**config.mk**
```make
export PLATFORM = sky130hd
export DESIGN_NAME = q4_dequant_dot_product_core_flat
export DESIGN_NICKNAME = d
export VERILOG_FILES = /design/src/sv/q4dq_pkg.sv /design/src/sv/q4dq_if.sv /design/src/sv/q4dq_lane.sv /design/src/sv/q4dq_merge.sv /design/src/sv/q4_dequant_dot_product_core.sv /design/src/flat_wrapper.sv
export SDC_FILE = /design/constraint.sdc
export NUM_CORES = 2
export LEC_CHECK = 0
export BUFFER_PORTS_ARGS = -buffer_cell sky130_fd_sc_hd__buf_2
export CORE_MARGIN = 8
export CORE_UTILIZATION = 40
export DETAILED_ROUTE_END_ITERATION = 8
export HOLD_SLACK_MARGIN = 0.02
export RECOVER_POWER = 50
export SYNTH_ARGS = -nofsm -noshare
export SYNTH_HDL_FRONTEND = slang
export SYNTH_SLANG_ARGS = --single-unit
```
**constraint.sdc**
```tcl
create_clock -name clk_i -period 9.5 [get_ports clk_i]
set_input_delay 1.425 -clock clk_i [delete_from_list [all_inputs] [get_ports clk_i]]
set_output_delay 1.425 -clock clk_i [all_outputs]
set_load 0.01 [all_outputs]
```
**src/sv/q4dq_pkg.sv**
```systemverilog
`default_nettype none

package q4dq_pkg;

  // Default widths of the datapath
  localparam int unsigned ActWidthDef = 16;
  localparam int unsigned AccWidthDef = 48;

  // Weight byte layout: two codes, low nibble first
  localparam int unsigned PackedW = 8;
  localparam int unsigned CodeW   = 4;

  // Control bits that travel down the pipeline with each item
  typedef struct packed {
    logic valid;
    logic upper;
    logic last;
  } q4dq_ctrl_t;

endpackage : q4dq_pkg

`default_nettype wire

```
**src/sv/q4dq_if.sv**
```systemverilog
`default_nettype none

// Input channel: one pair of activations with their packed weight byte
interface q4dq_in_if #(
  parameter int unsigned ACT_WIDTH = q4dq_pkg::ActWidthDef
);
  import q4dq_pkg::*;

  logic                        valid;
  logic                        ready;
  logic signed [ACT_WIDTH-1:0] act_low;
  logic signed [ACT_WIDTH-1:0] act_high;
  logic        [PackedW-1:0]   packed_weights;
  logic signed [ACT_WIDTH-1:0] block_scale;
  logic signed [ACT_WIDTH-1:0] block_zero;
  logic                        upper_valid;
  logic                        row_last;

  modport source (
    output valid, act_low, act_high, packed_weights, block_scale, block_zero,
           upper_valid, row_last,
    input  ready
  );

  modport sink (
    input  valid, act_low, act_high, packed_weights, block_scale, block_zero,
           upper_valid, row_last,
    output ready
  );
endinterface : q4dq_in_if

// Output channel: one row result
interface q4dq_out_if #(
  parameter int unsigned ACC_WIDTH = q4dq_pkg::AccWidthDef
);
  logic                        valid;
  logic                        ready;
  logic signed [ACC_WIDTH-1:0] dot_sum;
  logic                        saturated;

  modport source (
    output valid, dot_sum, saturated,
    input  ready
  );

  modport sink (
    input  valid, dot_sum, saturated,
    output ready
  );
endinterface : q4dq_out_if

`default_nettype wire

```
**src/sv/q4dq_lane.sv**
```systemverilog
`default_nettype none

// One dequantize-and-multiply lane: weight in the first stage, clipped
// product in the second.
module q4dq_lane #(
  parameter int unsigned ACT_WIDTH = q4dq_pkg::ActWidthDef,
  parameter int unsigned ACC_WIDTH = q4dq_pkg::AccWidthDef
) (
  input  wire logic                        clk_i,
  input  wire logic                        en_i,
  input  wire logic signed [ACT_WIDTH-1:0] act_i,
  input  wire logic [q4dq_pkg::CodeW-1:0]  code_i,
  input  wire logic signed [ACT_WIDTH-1:0] scale_i,
  input  wire logic signed [ACT_WIDTH-1:0] zero_i,
  output logic signed [ACC_WIDTH-1:0]      prod_o,
  output logic                             clip_o
);
  import q4dq_pkg::*;

  // zero + code*scale needs CodeW+1 extra bits plus one carry bit
  localparam int unsigned WeightW = ACT_WIDTH + CodeW + 2;
  localparam int unsigned ProdW   = ACT_WIDTH + WeightW;
  localparam int unsigned ExtW    = ((ProdW > ACC_WIDTH) ? ProdW : ACC_WIDTH) + 1;

  logic signed [WeightW-1:0]   code_scale;
  logic signed [WeightW-1:0]   weight_d, weight_q;
  logic signed [ACT_WIDTH-1:0] act_q;
  logic signed [ProdW-1:0]     prod;
  logic signed [ExtW-1:0]      prod_ext;
  logic signed [ExtW-1:0]      lim_ext;
  logic                        clip;
  logic signed [ACC_WIDTH-1:0] prod_d, prod_q;
  logic                        clip_d, clip_q;

  // Dequantize the weight code
  always_comb begin
    code_scale = WeightW'($signed({1'b0, code_i})) * WeightW'(scale_i);
    weight_d   = code_scale + WeightW'(zero_i);
  end

  always_ff @(posedge clk_i) begin
    if (en_i) begin
      weight_q <= weight_d;
      act_q    <= act_i;
    end
  end

  // Multiply and clip to the accumulator range; a magnitude above the
  // positive limit flags, also when it lands exactly on the negative limit
  always_comb begin
    prod     = ProdW'(act_q) * ProdW'(weight_q);
    prod_ext = ExtW'(prod);
    lim_ext  = ExtW'($signed({1'b0, {(ACC_WIDTH-1){1'b1}}}));
    clip     = (prod_ext > lim_ext) || (prod_ext < -lim_ext);
    clip_d   = clip;
    if (clip) begin
      prod_d = prod_ext[ExtW-1] ? $signed({1'b1, {(ACC_WIDTH-1){1'b0}}})
                                : $signed({1'b0, {(ACC_WIDTH-1){1'b1}}});
    end else begin
      prod_d = prod_ext[ACC_WIDTH-1:0];
    end
  end

  always_ff @(posedge clk_i) begin
    if (en_i) begin
      prod_q <= prod_d;
      clip_q <= clip_d;
    end
  end

  assign prod_o = prod_q;
  assign clip_o = clip_q;

endmodule : q4dq_lane

`default_nettype wire

```
**src/sv/q4dq_merge.sv**
```systemverilog
`default_nettype none

// Merge stage: adds the low lane, then the high lane when ctrl upper is set,
// into the saturating accumulator and loads the output register at the end of a row.
module q4dq_merge #(
  parameter int unsigned ACC_WIDTH = q4dq_pkg::AccWidthDef
) (
  input  wire logic                        clk_i,
  input  wire logic                        rst_ni,
  input  wire logic                        en_i,
  input  wire q4dq_pkg::q4dq_ctrl_t        ctrl_i,
  input  wire logic signed [ACC_WIDTH-1:0] prod_lo_i,
  input  wire logic                        clip_lo_i,
  input  wire logic signed [ACC_WIDTH-1:0] prod_hi_i,
  input  wire logic                        clip_hi_i,
  output logic                             out_valid_o,
  output logic signed [ACC_WIDTH-1:0]      dot_sum_o,
  output logic                             saturated_o
);
  import q4dq_pkg::*;

  // Saturating add, result is {overflow, sum}
  function automatic logic [ACC_WIDTH:0] sat_add(
    input logic signed [ACC_WIDTH-1:0] a,
    input logic signed [ACC_WIDTH-1:0] b
  );
    logic signed [ACC_WIDTH:0] s;
    s = (ACC_WIDTH+1)'(a) + (ACC_WIDTH+1)'(b);
    if (s[ACC_WIDTH] != s[ACC_WIDTH-1]) begin
      sat_add = s[ACC_WIDTH] ? {1'b1, 1'b1, {(ACC_WIDTH-1){1'b0}}}
                             : {1'b1, 1'b0, {(ACC_WIDTH-1){1'b1}}};
    end else begin
      sat_add = {1'b0, s[ACC_WIDTH-1:0]};
    end
  endfunction

  logic signed [ACC_WIDTH-1:0] acc_d, acc_q;
  logic                        ovf_d, ovf_q;
  logic [ACC_WIDTH:0]          add_lo, add_hi;
  logic signed [ACC_WIDTH-1:0] sum;
  logic                        ovf;
  logic                        out_valid_d, out_valid_q;
  logic signed [ACC_WIDTH-1:0] dot_sum_d, dot_sum_q;
  logic                        sat_d, sat_q;

  // Low element first, then the high element when it belongs to the row
  always_comb begin
    add_lo = sat_add(acc_q, prod_lo_i);
    add_hi = sat_add(add_lo[ACC_WIDTH-1:0], prod_hi_i);
    sum    = add_lo[ACC_WIDTH-1:0];
    ovf    = ovf_q | clip_lo_i | add_lo[ACC_WIDTH];
    if (ctrl_i.upper) begin
      sum = add_hi[ACC_WIDTH-1:0];
      ovf = ovf | clip_hi_i | add_hi[ACC_WIDTH];
    end
  end

  // Advance accumulator and output register together
  always_comb begin
    acc_d       = acc_q;
    ovf_d       = ovf_q;
    out_valid_d = out_valid_q;
    dot_sum_d   = dot_sum_q;
    sat_d       = sat_q;
    if (en_i) begin
      out_valid_d = 1'b0;
      if (ctrl_i.valid) begin
        if (ctrl_i.last) begin
          out_valid_d = 1'b1;
          dot_sum_d   = sum;
          sat_d       = ovf;
          acc_d       = '0;
          ovf_d       = 1'b0;
        end else begin
          acc_d = sum;
          ovf_d = ovf;
        end
      end
    end
  end

  always_ff @(posedge clk_i or negedge rst_ni) begin
    if (!rst_ni) begin
      acc_q       <= '0;
      ovf_q       <= 1'b0;
      out_valid_q <= 1'b0;
    end else begin
      acc_q       <= acc_d;
      ovf_q       <= ovf_d;
      out_valid_q <= out_valid_d;
    end
  end

  always_ff @(posedge clk_i) begin
    dot_sum_q <= dot_sum_d;
    sat_q     <= sat_d;
  end

  assign out_valid_o = out_valid_q;
  assign dot_sum_o   = dot_sum_q;
  assign saturated_o = sat_q;

endmodule : q4dq_merge

`default_nettype wire

```
**src/sv/q4_dequant_dot_product_core.sv**
```systemverilog
// Path: lane weight register, lane product register, merge output register.
// Throughput: one item per cycle; the two weight lanes and the merge adder
// run in lockstep, and the whole pipeline holds only while a result waits.
// Reset (rst_ni low, asynchronous): pipeline valid bits, the accumulator,
// the running overflow flag and the output valid are cleared.
`default_nettype none

module q4_dequant_dot_product_core #(
  parameter int unsigned ACT_WIDTH = q4dq_pkg::ActWidthDef,
  parameter int unsigned ACC_WIDTH = q4dq_pkg::AccWidthDef
) (
  input  wire logic   clk_i,
  input  wire logic   rst_ni,
  q4dq_in_if.sink     in_i,
  q4dq_out_if.source  out_o
);
  import q4dq_pkg::*;

  logic                        en;
  logic                        out_valid;
  q4dq_ctrl_t                  s1_d, s1_q, s2_q;
  logic signed [ACC_WIDTH-1:0] prod_lo, prod_hi;
  logic                        clip_lo, clip_hi;
  logic signed [ACC_WIDTH-1:0] dot_sum;
  logic                        saturated;

  // Advance unless a finished result is still waiting
  assign en         = !out_valid || out_o.ready;
  assign in_i.ready = en;

  always_comb begin
    s1_d.valid = in_i.valid;
    s1_d.upper = in_i.upper_valid;
    s1_d.last  = in_i.row_last;
  end

  always_ff @(posedge clk_i or negedge rst_ni) begin
    if (!rst_ni) begin
      s1_q <= '0;
      s2_q <= '0;
    end else if (en) begin
      s1_q <= s1_d;
      s2_q <= s1_q;
    end
  end

  // Low-nibble lane
  q4dq_lane #(
    .ACT_WIDTH(ACT_WIDTH),
    .ACC_WIDTH(ACC_WIDTH)
  ) u_lane_lo (
    .clk_i  (clk_i),
    .en_i   (en),
    .act_i  (ACT_WIDTH'(in_i.act_low)),
    .code_i (in_i.packed_weights[CodeW-1:0]),
    .scale_i(ACT_WIDTH'(in_i.block_scale)),
    .zero_i (ACT_WIDTH'(in_i.block_zero)),
    .prod_o (prod_lo),
    .clip_o (clip_lo)
  );

  // High-nibble lane
  q4dq_lane #(
    .ACT_WIDTH(ACT_WIDTH),
    .ACC_WIDTH(ACC_WIDTH)
  ) u_lane_hi (
    .clk_i  (clk_i),
    .en_i   (en),
    .act_i  (ACT_WIDTH'(in_i.act_high)),
    .code_i (in_i.packed_weights[PackedW-1:CodeW]),
    .scale_i(ACT_WIDTH'(in_i.block_scale)),
    .zero_i (ACT_WIDTH'(in_i.block_zero)),
    .prod_o (prod_hi),
    .clip_o (clip_hi)
  );

  q4dq_merge #(
    .ACC_WIDTH(ACC_WIDTH)
  ) u_merge (
    .clk_i      (clk_i),
    .rst_ni     (rst_ni),
    .en_i       (en),
    .ctrl_i     (s2_q),
    .prod_lo_i  (prod_lo),
    .clip_lo_i  (clip_lo),
    .prod_hi_i  (prod_hi),
    .clip_hi_i  (clip_hi),
    .out_valid_o(out_valid),
    .dot_sum_o  (dot_sum),
    .saturated_o(saturated)
  );

  assign out_o.valid     = out_valid;
  assign out_o.dot_sum   = dot_sum;
  assign out_o.saturated = saturated;

endmodule : q4_dequant_dot_product_core

`default_nettype wire

```
**src/flat_wrapper.sv**
```systemverilog
// flat-port wrapper written by rule: the top's interface ports become plain ports
module q4_dequant_dot_product_core_flat import q4dq_pkg::*;
#(
  parameter int unsigned ACT_WIDTH = q4dq_pkg::ActWidthDef,
  parameter int unsigned ACC_WIDTH = q4dq_pkg::AccWidthDef
)
  (clk_i, rst_ni, in_i_valid, in_i_act_low, in_i_act_high, in_i_packed_weights, in_i_block_scale, in_i_block_zero, in_i_upper_valid, in_i_row_last, in_i_ready, out_o_valid, out_o_dot_sum, out_o_saturated, out_o_ready);
  q4dq_in_if #(.ACT_WIDTH(ACT_WIDTH)) in_i_i ();
  q4dq_out_if #(.ACC_WIDTH(ACC_WIDTH)) out_o_i ();
  input  wire logic clk_i;
  input  wire logic rst_ni;
  input wire logic [$bits(in_i_i.valid)-1:0] in_i_valid;
  input wire logic [$bits(in_i_i.act_low)-1:0] in_i_act_low;
  input wire logic [$bits(in_i_i.act_high)-1:0] in_i_act_high;
  input wire logic [$bits(in_i_i.packed_weights)-1:0] in_i_packed_weights;
  input wire logic [$bits(in_i_i.block_scale)-1:0] in_i_block_scale;
  input wire logic [$bits(in_i_i.block_zero)-1:0] in_i_block_zero;
  input wire logic [$bits(in_i_i.upper_valid)-1:0] in_i_upper_valid;
  input wire logic [$bits(in_i_i.row_last)-1:0] in_i_row_last;
  output wire logic [$bits(in_i_i.ready)-1:0] in_i_ready;
  output wire logic [$bits(out_o_i.valid)-1:0] out_o_valid;
  output wire logic [$bits(out_o_i.dot_sum)-1:0] out_o_dot_sum;
  output wire logic [$bits(out_o_i.saturated)-1:0] out_o_saturated;
  input wire logic [$bits(out_o_i.ready)-1:0] out_o_ready;
  assign in_i_i.valid = in_i_valid;
  assign in_i_i.act_low = in_i_act_low;
  assign in_i_i.act_high = in_i_act_high;
  assign in_i_i.packed_weights = in_i_packed_weights;
  assign in_i_i.block_scale = in_i_block_scale;
  assign in_i_i.block_zero = in_i_block_zero;
  assign in_i_i.upper_valid = in_i_upper_valid;
  assign in_i_i.row_last = in_i_row_last;
  assign in_i_ready = in_i_i.ready;
  assign out_o_valid = out_o_i.valid;
  assign out_o_dot_sum = out_o_i.dot_sum;
  assign out_o_saturated = out_o_i.saturated;
  assign out_o_i.ready = out_o_ready;
  q4_dequant_dot_product_core #(.ACT_WIDTH(ACT_WIDTH), .ACC_WIDTH(ACC_WIDTH)) u_core (.clk_i(clk_i), .rst_ni(rst_ni), .in_i(in_i_i), .out_o(out_o_i));
endmodule
```
Word level (Yosys, flattened, before mapping)
Cells that the tools add are included.
Widths: inputs -> output; s select.
{ "word_totals": {"ramBits": 0, "in_bits": 78, "out_inout_bits": 51, "register_bits": 279, "elab_cells": 57, "latchBits": 0, "rom_bits": 0, "memories": 0} }
{ "classes": {"mux": 14, "reduce_logical": 6, "n_mul": 4, "n_lt_le_gt_ge": 4, "eq_ne": 2, "bitwise_logic": 4, "n_addsub": 4, "div_mod_pow": 0, "n_shift": 0} }
{ "ops": {"columns": ["op", "count"], "rows": [
  ["$mux 48", 8],
  ["$add 48x48->49", 2],
  ["$mux 49", 2],
  ["$gt 38x48->1 const B", 2],
  ["$lt 38x48->1 const B", 2],
  ["$mul 16x22->38", 2],
  ["$add 21x16->22", 2],
  ["$mul 5x16->21", 2],
  ["$mux 1", 4],
  ["$or 1x1->1", 4],
  ["$logic_or 1x1->1", 3],
  ["$reduce_and 3->1", 1],
  ["$ne 1x1->1", 2],
  ["$reduce_and 2->1", 1],
  ["$logic_not 1->1", 1]
]} }

Logic depth before layout (Yosys ltp)
{ "logic_depth": {"word_depth": 9, "ltp_mapped": 30, "mapped_depth_nobuf": 26} }

Modules after synthesis
From an unflattened synthesis, not the netlist that was laid out.
{ "unflattened": {"hier_cells": 4956, "hier_area_um2": 46553.4} }
{ "by_module_without_submodules": {"columns": ["module", "seq_area_each_um2", "cells_per_inst", "area_per_inst_um2", "n_inst"], "rows": [
  ["q4dq_lane (u_core.u_lane_hi)", 2312.2, 1839, 17966.0, 1],
  ["q4dq_lane (u_core.u_lane_lo)", 2312.2, 1797, 17757.0, 1],
  ["q4dq_merge", 2722.6, 1306, 10565.1, 1],
  ["q4_dequant_dot_product_core", 150.1, 14, 265.3, 1]
]} }

Least setup slack after synthesis
OpenSTA, ideal clock, no wires.
{ "synth_path": {"path_type": "input -> register", "startpoint": "input port out_o_ready", "endpoint": "register u_core.u_merge.acc_q[0]", "t_arrival_ns": 7.750, "required_time_ns": 9.434, "stages": 6, "path_slack_ns": 1.684, "cell_sequence": "nand2b_1 > clkbuf_1 > nand2_1 > nor2_1 > clkbuf_1 > a22o_1"} }
{ "synth_via": {"elab_chain_len": 2} }
{ "synth_rtl": {"columns": ["element", "line_no", "source"], "rows": [
  ["from (decl)", "flat_wrapper.sv:24", "input wire logic [$bits(out_o_i.ready)-1:0] out_o_ready;"],
  ["$logic_or 1x1->1", "q4_dequant_dot_product_core.sv:28", "assign en = !out_valid || out_o.ready;"],
  ["net in_i_ready", "flat_wrapper.sv:20", "output wire logic [$bits(in_i_i.ready)-1:0] in_i_ready;"],
  ["$reduce_and 2->1 (no source line)", null, null],
  ["to (signal assigned)", "q4dq_merge.sv:84", "acc_q <= '0;"],
  ["to (signal assigned)", "q4dq_merge.sv:88", "acc_q <= acc_d;"],
  ["to (decl)", "q4dq_merge.sv:37", "logic signed [ACC_WIDTH-1:0] acc_d, acc_q;"]
]} }
The timed path passes the listed nets, and every way through them passes these cells.
A chain may end at the register's enable or synchronous reset.

Final worst setup path
{ "layout_path": {"startpoint": "register u_core.u_merge.acc_q[0]", "endpoint": "register u_core.u_merge.acc_q[39]"} }
{ "layout_via": {"elab_chain_len": 8, "elab_cells_between_ends": 10, "cone_classes": "add/sub (2); eq/ne (2); mux (6)"} }
{ "layout_rtl": {"columns": ["element", "line_no", "source"], "rows": [
  ["$add 48x48->49 (*)", "q4dq_merge.sv:28", "s = (ACC_WIDTH+1)'(a) + (ACC_WIDTH+1)'(b);"],
  ["$mux 48 or $ne 1x1->1 (tied branches)", "q4dq_merge.sv:30, q4dq_merge.sv:29", null],
  ["$mux 49 (*)", "q4dq_merge.sv:29", "if (s[ACC_WIDTH] != s[ACC_WIDTH-1]) begin"],
  ["$add 48x48->49", "q4dq_merge.sv:28", null],
  ["$mux 48 or $ne 1x1->1 (tied branches)", "q4dq_merge.sv:30, q4dq_merge.sv:29", null],
  ["$mux 49", "q4dq_merge.sv:29", null],
  ["$mux 48 (*)", "q4dq_merge.sv:52", "if (ctrl_i.upper) begin"],
  ["net u_core.u_merge.sum[39]", "q4dq_merge.sv:40", "logic signed [ACC_WIDTH-1:0] sum;"],
  ["$mux 48 (*)", "q4dq_merge.sv:68", "if (ctrl_i.last) begin"]
]} }
Mark *: on every way through the listed nets, which the timed path passes. The rest lies on a longest branch.

==> results by group <==
Worst setup path
  – Crit. End Element: flop
  – CP Data Arrival Time: 8.48 ns
  – Worst EP required: 9.95 ns
  – WS Path Type: flop to flop
  – Worst-path fanout max: 59
  – Crit path launch type: flop

Clock network
  – Post-cts sizing count: 0
  – Hold-fix buffers, CTS: 0
  – TritonCTS buffer count: 35
  – Postcts setup bufs: 0
  – CTS sink count: 259
  – CTS tree: yes
  – CTS Buffer Depth: 3
  – Worst-path clk slew: 0.06 ns
  – Max H-tree Level: 2
  – Later-pin clock latency in the skew report: 0.58 ns
  – Root Driver: clkbuf_16

Logic synthesis
  – Post-synth top area cell: fa_1
  – Post-synthesis register bit count: 259
  – Gate Count Post-Synth: 4901
  – Simple-Gate Fraction of Synth Area: 14.13%
  – Register area share after synthesis: 16.26%
  – Ys flop type: edfxtp_1
  – Synth warn: 0
  – Post-synthesis xor/xnor area fraction: 3.817%
  – Largest family of logic cells by synthesized area: adder cells
  – Post-synth EDFFs: 203
  – Synth top area share: 34.47%
  – Adder and majority cell fraction of the synthesized area: 44.47%
  – Most frequent cells after synthesis: inv_1 (1000), fa_1 (794), nand2_1 (518)
  – Area contributors post-synth: fa_1 (34%), edfxtp_1 (13%), ha_1 (10%), inv_1 (8.1%), and2_1 (5.3%)
  – Net Count, Synth: 6141
  – Fraction of registers with async set/reset: 21.62%
  – Post-Syn Area: 46120 sq um
  – Synth unique cells: 96
  – Most numerous cell in the Yosys netlist: inv_1
  – Synth Area in Compound Gates: 11.15%
  – Syn Area/Cell: 9.410 sq um
  – Multiplexer area fraction after synthesis: 0.2849%

Final layout
  – Synth-to-layout area growth: 6.652%
  – NumNets Final: 6137
  – Share of post-route cells with drive strength above 1: 4.245%
  – Fillers: 11195
  – FF/Latch Area: 7498 sq um
  – Area of the multi-input gates: 34070 sq um

GRT
  – Total grt overflow: 0
  – First-pass GRT wire length: 200.7 mm
  – Largest net degree at the start of global routing: 64
  – Number of global-route vias before repair: 35300
  – Total GRT Usage: 19.80%
  – Initial antenna violation count: 6

Status
  – Failing checks: max-capacitance violations, max-slew violations
  – Status: finished with violations

Die
  – Die height: 355.6 um
  – I/O Pins: 129
  – Row cnt: 124
  – Die ar.: 126400 sq um
  – Core Region: 114300 sq um
  – Initial Utilization: 40.33%
  – Die width: 355.6 um

STA
  – Fmax: 124.6 MHz
  – RSZ-0062 raised after global routing: no
  – Finish-stage setup viols: 0
  – Total negative setup slack: 0 ns
  – Min cycle time layout: 8.026 ns
  – Least-Margin Pin Slew: 3.509 ns
  – Crit share post-route: 84.48%
  – Worst relative slew slack: -133.9%
  – Fin. Hold Viols: 0
  – Clk_skew: 0.02497 ns
  – Max Slew Vio Count: 227

Placement
  – Hpwl dp: 99.99 mm
  – Port Buffers: 128
  – Final GP Congestion: 0.9274

Drt
  – Antenna Nets Post-Route: 0
  – First-pass DRT Iterations: 5
  – Post-DR vias/cell: 5.181
  – WL/cell: 19.30 um
  – # DRC: 0
  – Via count: 33345
  – Routed WL: 124.2 mm
  – Initial DRC count: 2078

Flow run
  – Max-Cap Viols: 4

Worst hold path
  – Tightest Hold Check Type: flop to flop
==> sequential cells by signal (all words and copies together), names as in the netlist, 16 cells and up <==
| signal | flops |
|---|---|
| u_core.u_lane_hi.weight_q | 22 |
| u_core.u_merge.dot_sum_o | 48 |
| u_core.u_lane_lo.prod_o | 39 |
| u_core.u_lane_hi.prod_o | 39 |
| u_core.u_merge.acc_q | 48 |
| u_core.u_lane_lo.weight_q | 22 |
| u_core.u_lane_lo.act_q | 16 |
| u_core.u_lane_hi.act_q | 16 |
==> per-stage QoR <==
step / area (sq um) / hold slack (ns) / setup slack, ns / instances / utilization [%]
6_report: 49190 / 0.4897 / 1.474 / 6436 / 43.02
3_5_place_dp: 48010 / 0.4855 / 1.622 / 6372 / 41.98
2_1_floorplan: 46120 / 0.4460 / 1.684 / 4901 / -
5_1_grt: 49180 / 0.5226 / 0.8979 / 6435 / 43.01
4_1_cts: 49280 / 0.4930 / 1.589 / 6435 / 43.10
3_3_place_gp: 48010 / 0.4793 / 1.648 / 6372 / 41.98
==> final cells by class <==
cell class / count / area share [%]
antenna: 1 / 0.005088
clock buffer: 40 / 1.905
clock inverter: 23 / 0.6843
inverter: 1002 / 7.647
multi-input combinational: 3453 / 69.27
sequential: 259 / 15.24
tap: 1512 / 3.846
timing repair buffer: 146 / 1.397
==> critical path, stage by stage, from the launching register on <==
cell and delay, ns:
dfrtp_1 0.38, ha_1 0.24, fa_1 0.43, a211oi_1 0.31, o211ai_1 0.19, a21oi_1 0.35
a211oi_1 0.26, a2111o_1 0.40, a211oi_2 0.25, a21bo_1 0.39, a31o_4 0.79, nor2_1 0.12
ha_1 0.39, a21oi_1 0.46, o211ai_1 0.17, a221oi_1 0.37, o21ai_0 0.24, o2111ai_1 0.28
and2_4 0.20, o311ai_1 0.10, a31o_1 0.39, buf_4 0.30, nor2_1 0.40, a22oi_1 0.18
a22o_1 0.26
==> cells in the final DEF (no fill, tap or decap), drive strengths merged, types with 19 or more instances in the layout <==
| cell | n |
|---|---|
| inv | 1003 |
| o21bai | 24 |
| xnor2 | 149 |
| clkbuf | 105 |
| nand2b | 32 |
| o31ai | 25 |
| and2 | 394 |
| dfrtp | 56 |
| a211oi | 37 |
| a31oi | 19 |
| nand4 | 24 |
| nand3 | 46 |
| nor3 | 36 |
| nand2 | 519 |
| and3 | 27 |
| o21ai | 109 |
| ha | 368 |
| buf | 81 |
| xor2 | 52 |
| nor2 | 207 |
| edfxtp | 203 |
| fa | 794 |
| o21a | 32 |
| o211ai | 42 |
| a21oi | 188 |
| a21o | 101 |
| a22o | 48 |
==> logic make-up (layout without fill, tap and decap cells) <==
kind of cell               after synthesis  after routing
buffers and inverters                 1189           1211
xor gates and xnor gates               201            201
muxes                                   11             11
and+or+nand+nor                       1342           1342
DFF                                    259            259
adders and majority gates             1163           1163
other                                    0              1
AOI/OAI and AO/OA                      736            736
==> layer usage <==
metal  vias up  global-route usage, %  part of all wire (%)
met5         -                      0                0.0081
met4         2                  4.449                   2.4
li1      15493                      -                     -
met3       129                  3.052                   6.1
met2       902                  31.65                    45
met1     16819                  28.34                    47
==> worst paths after layout <==
kind                       cells past startpoint                          to  slack, ns                     from
max                                           24    u_core.u_merge.acc_q[39]       1.47  u_core.u_merge.acc_q[0]
min                                            2              u_core.s2_q[1]       0.49           u_core.s1_q[1]
max reg2reg                                   24    u_core.u_merge.acc_q[39]       1.47  u_core.u_merge.acc_q[0]
min reg2reg                                    2              u_core.s2_q[1]       0.49           u_core.s1_q[1]
max in group asynchronous                      2              u_core.s2_q[1]       5.18                   rst_ni
min in group asynchronous                      2  u_core.u_merge.out_valid_o       2.13                   rst_ni
Power is not shown: default switching activity piles up to over one toggle a cycle in this logic, so the estimate is an artifact.
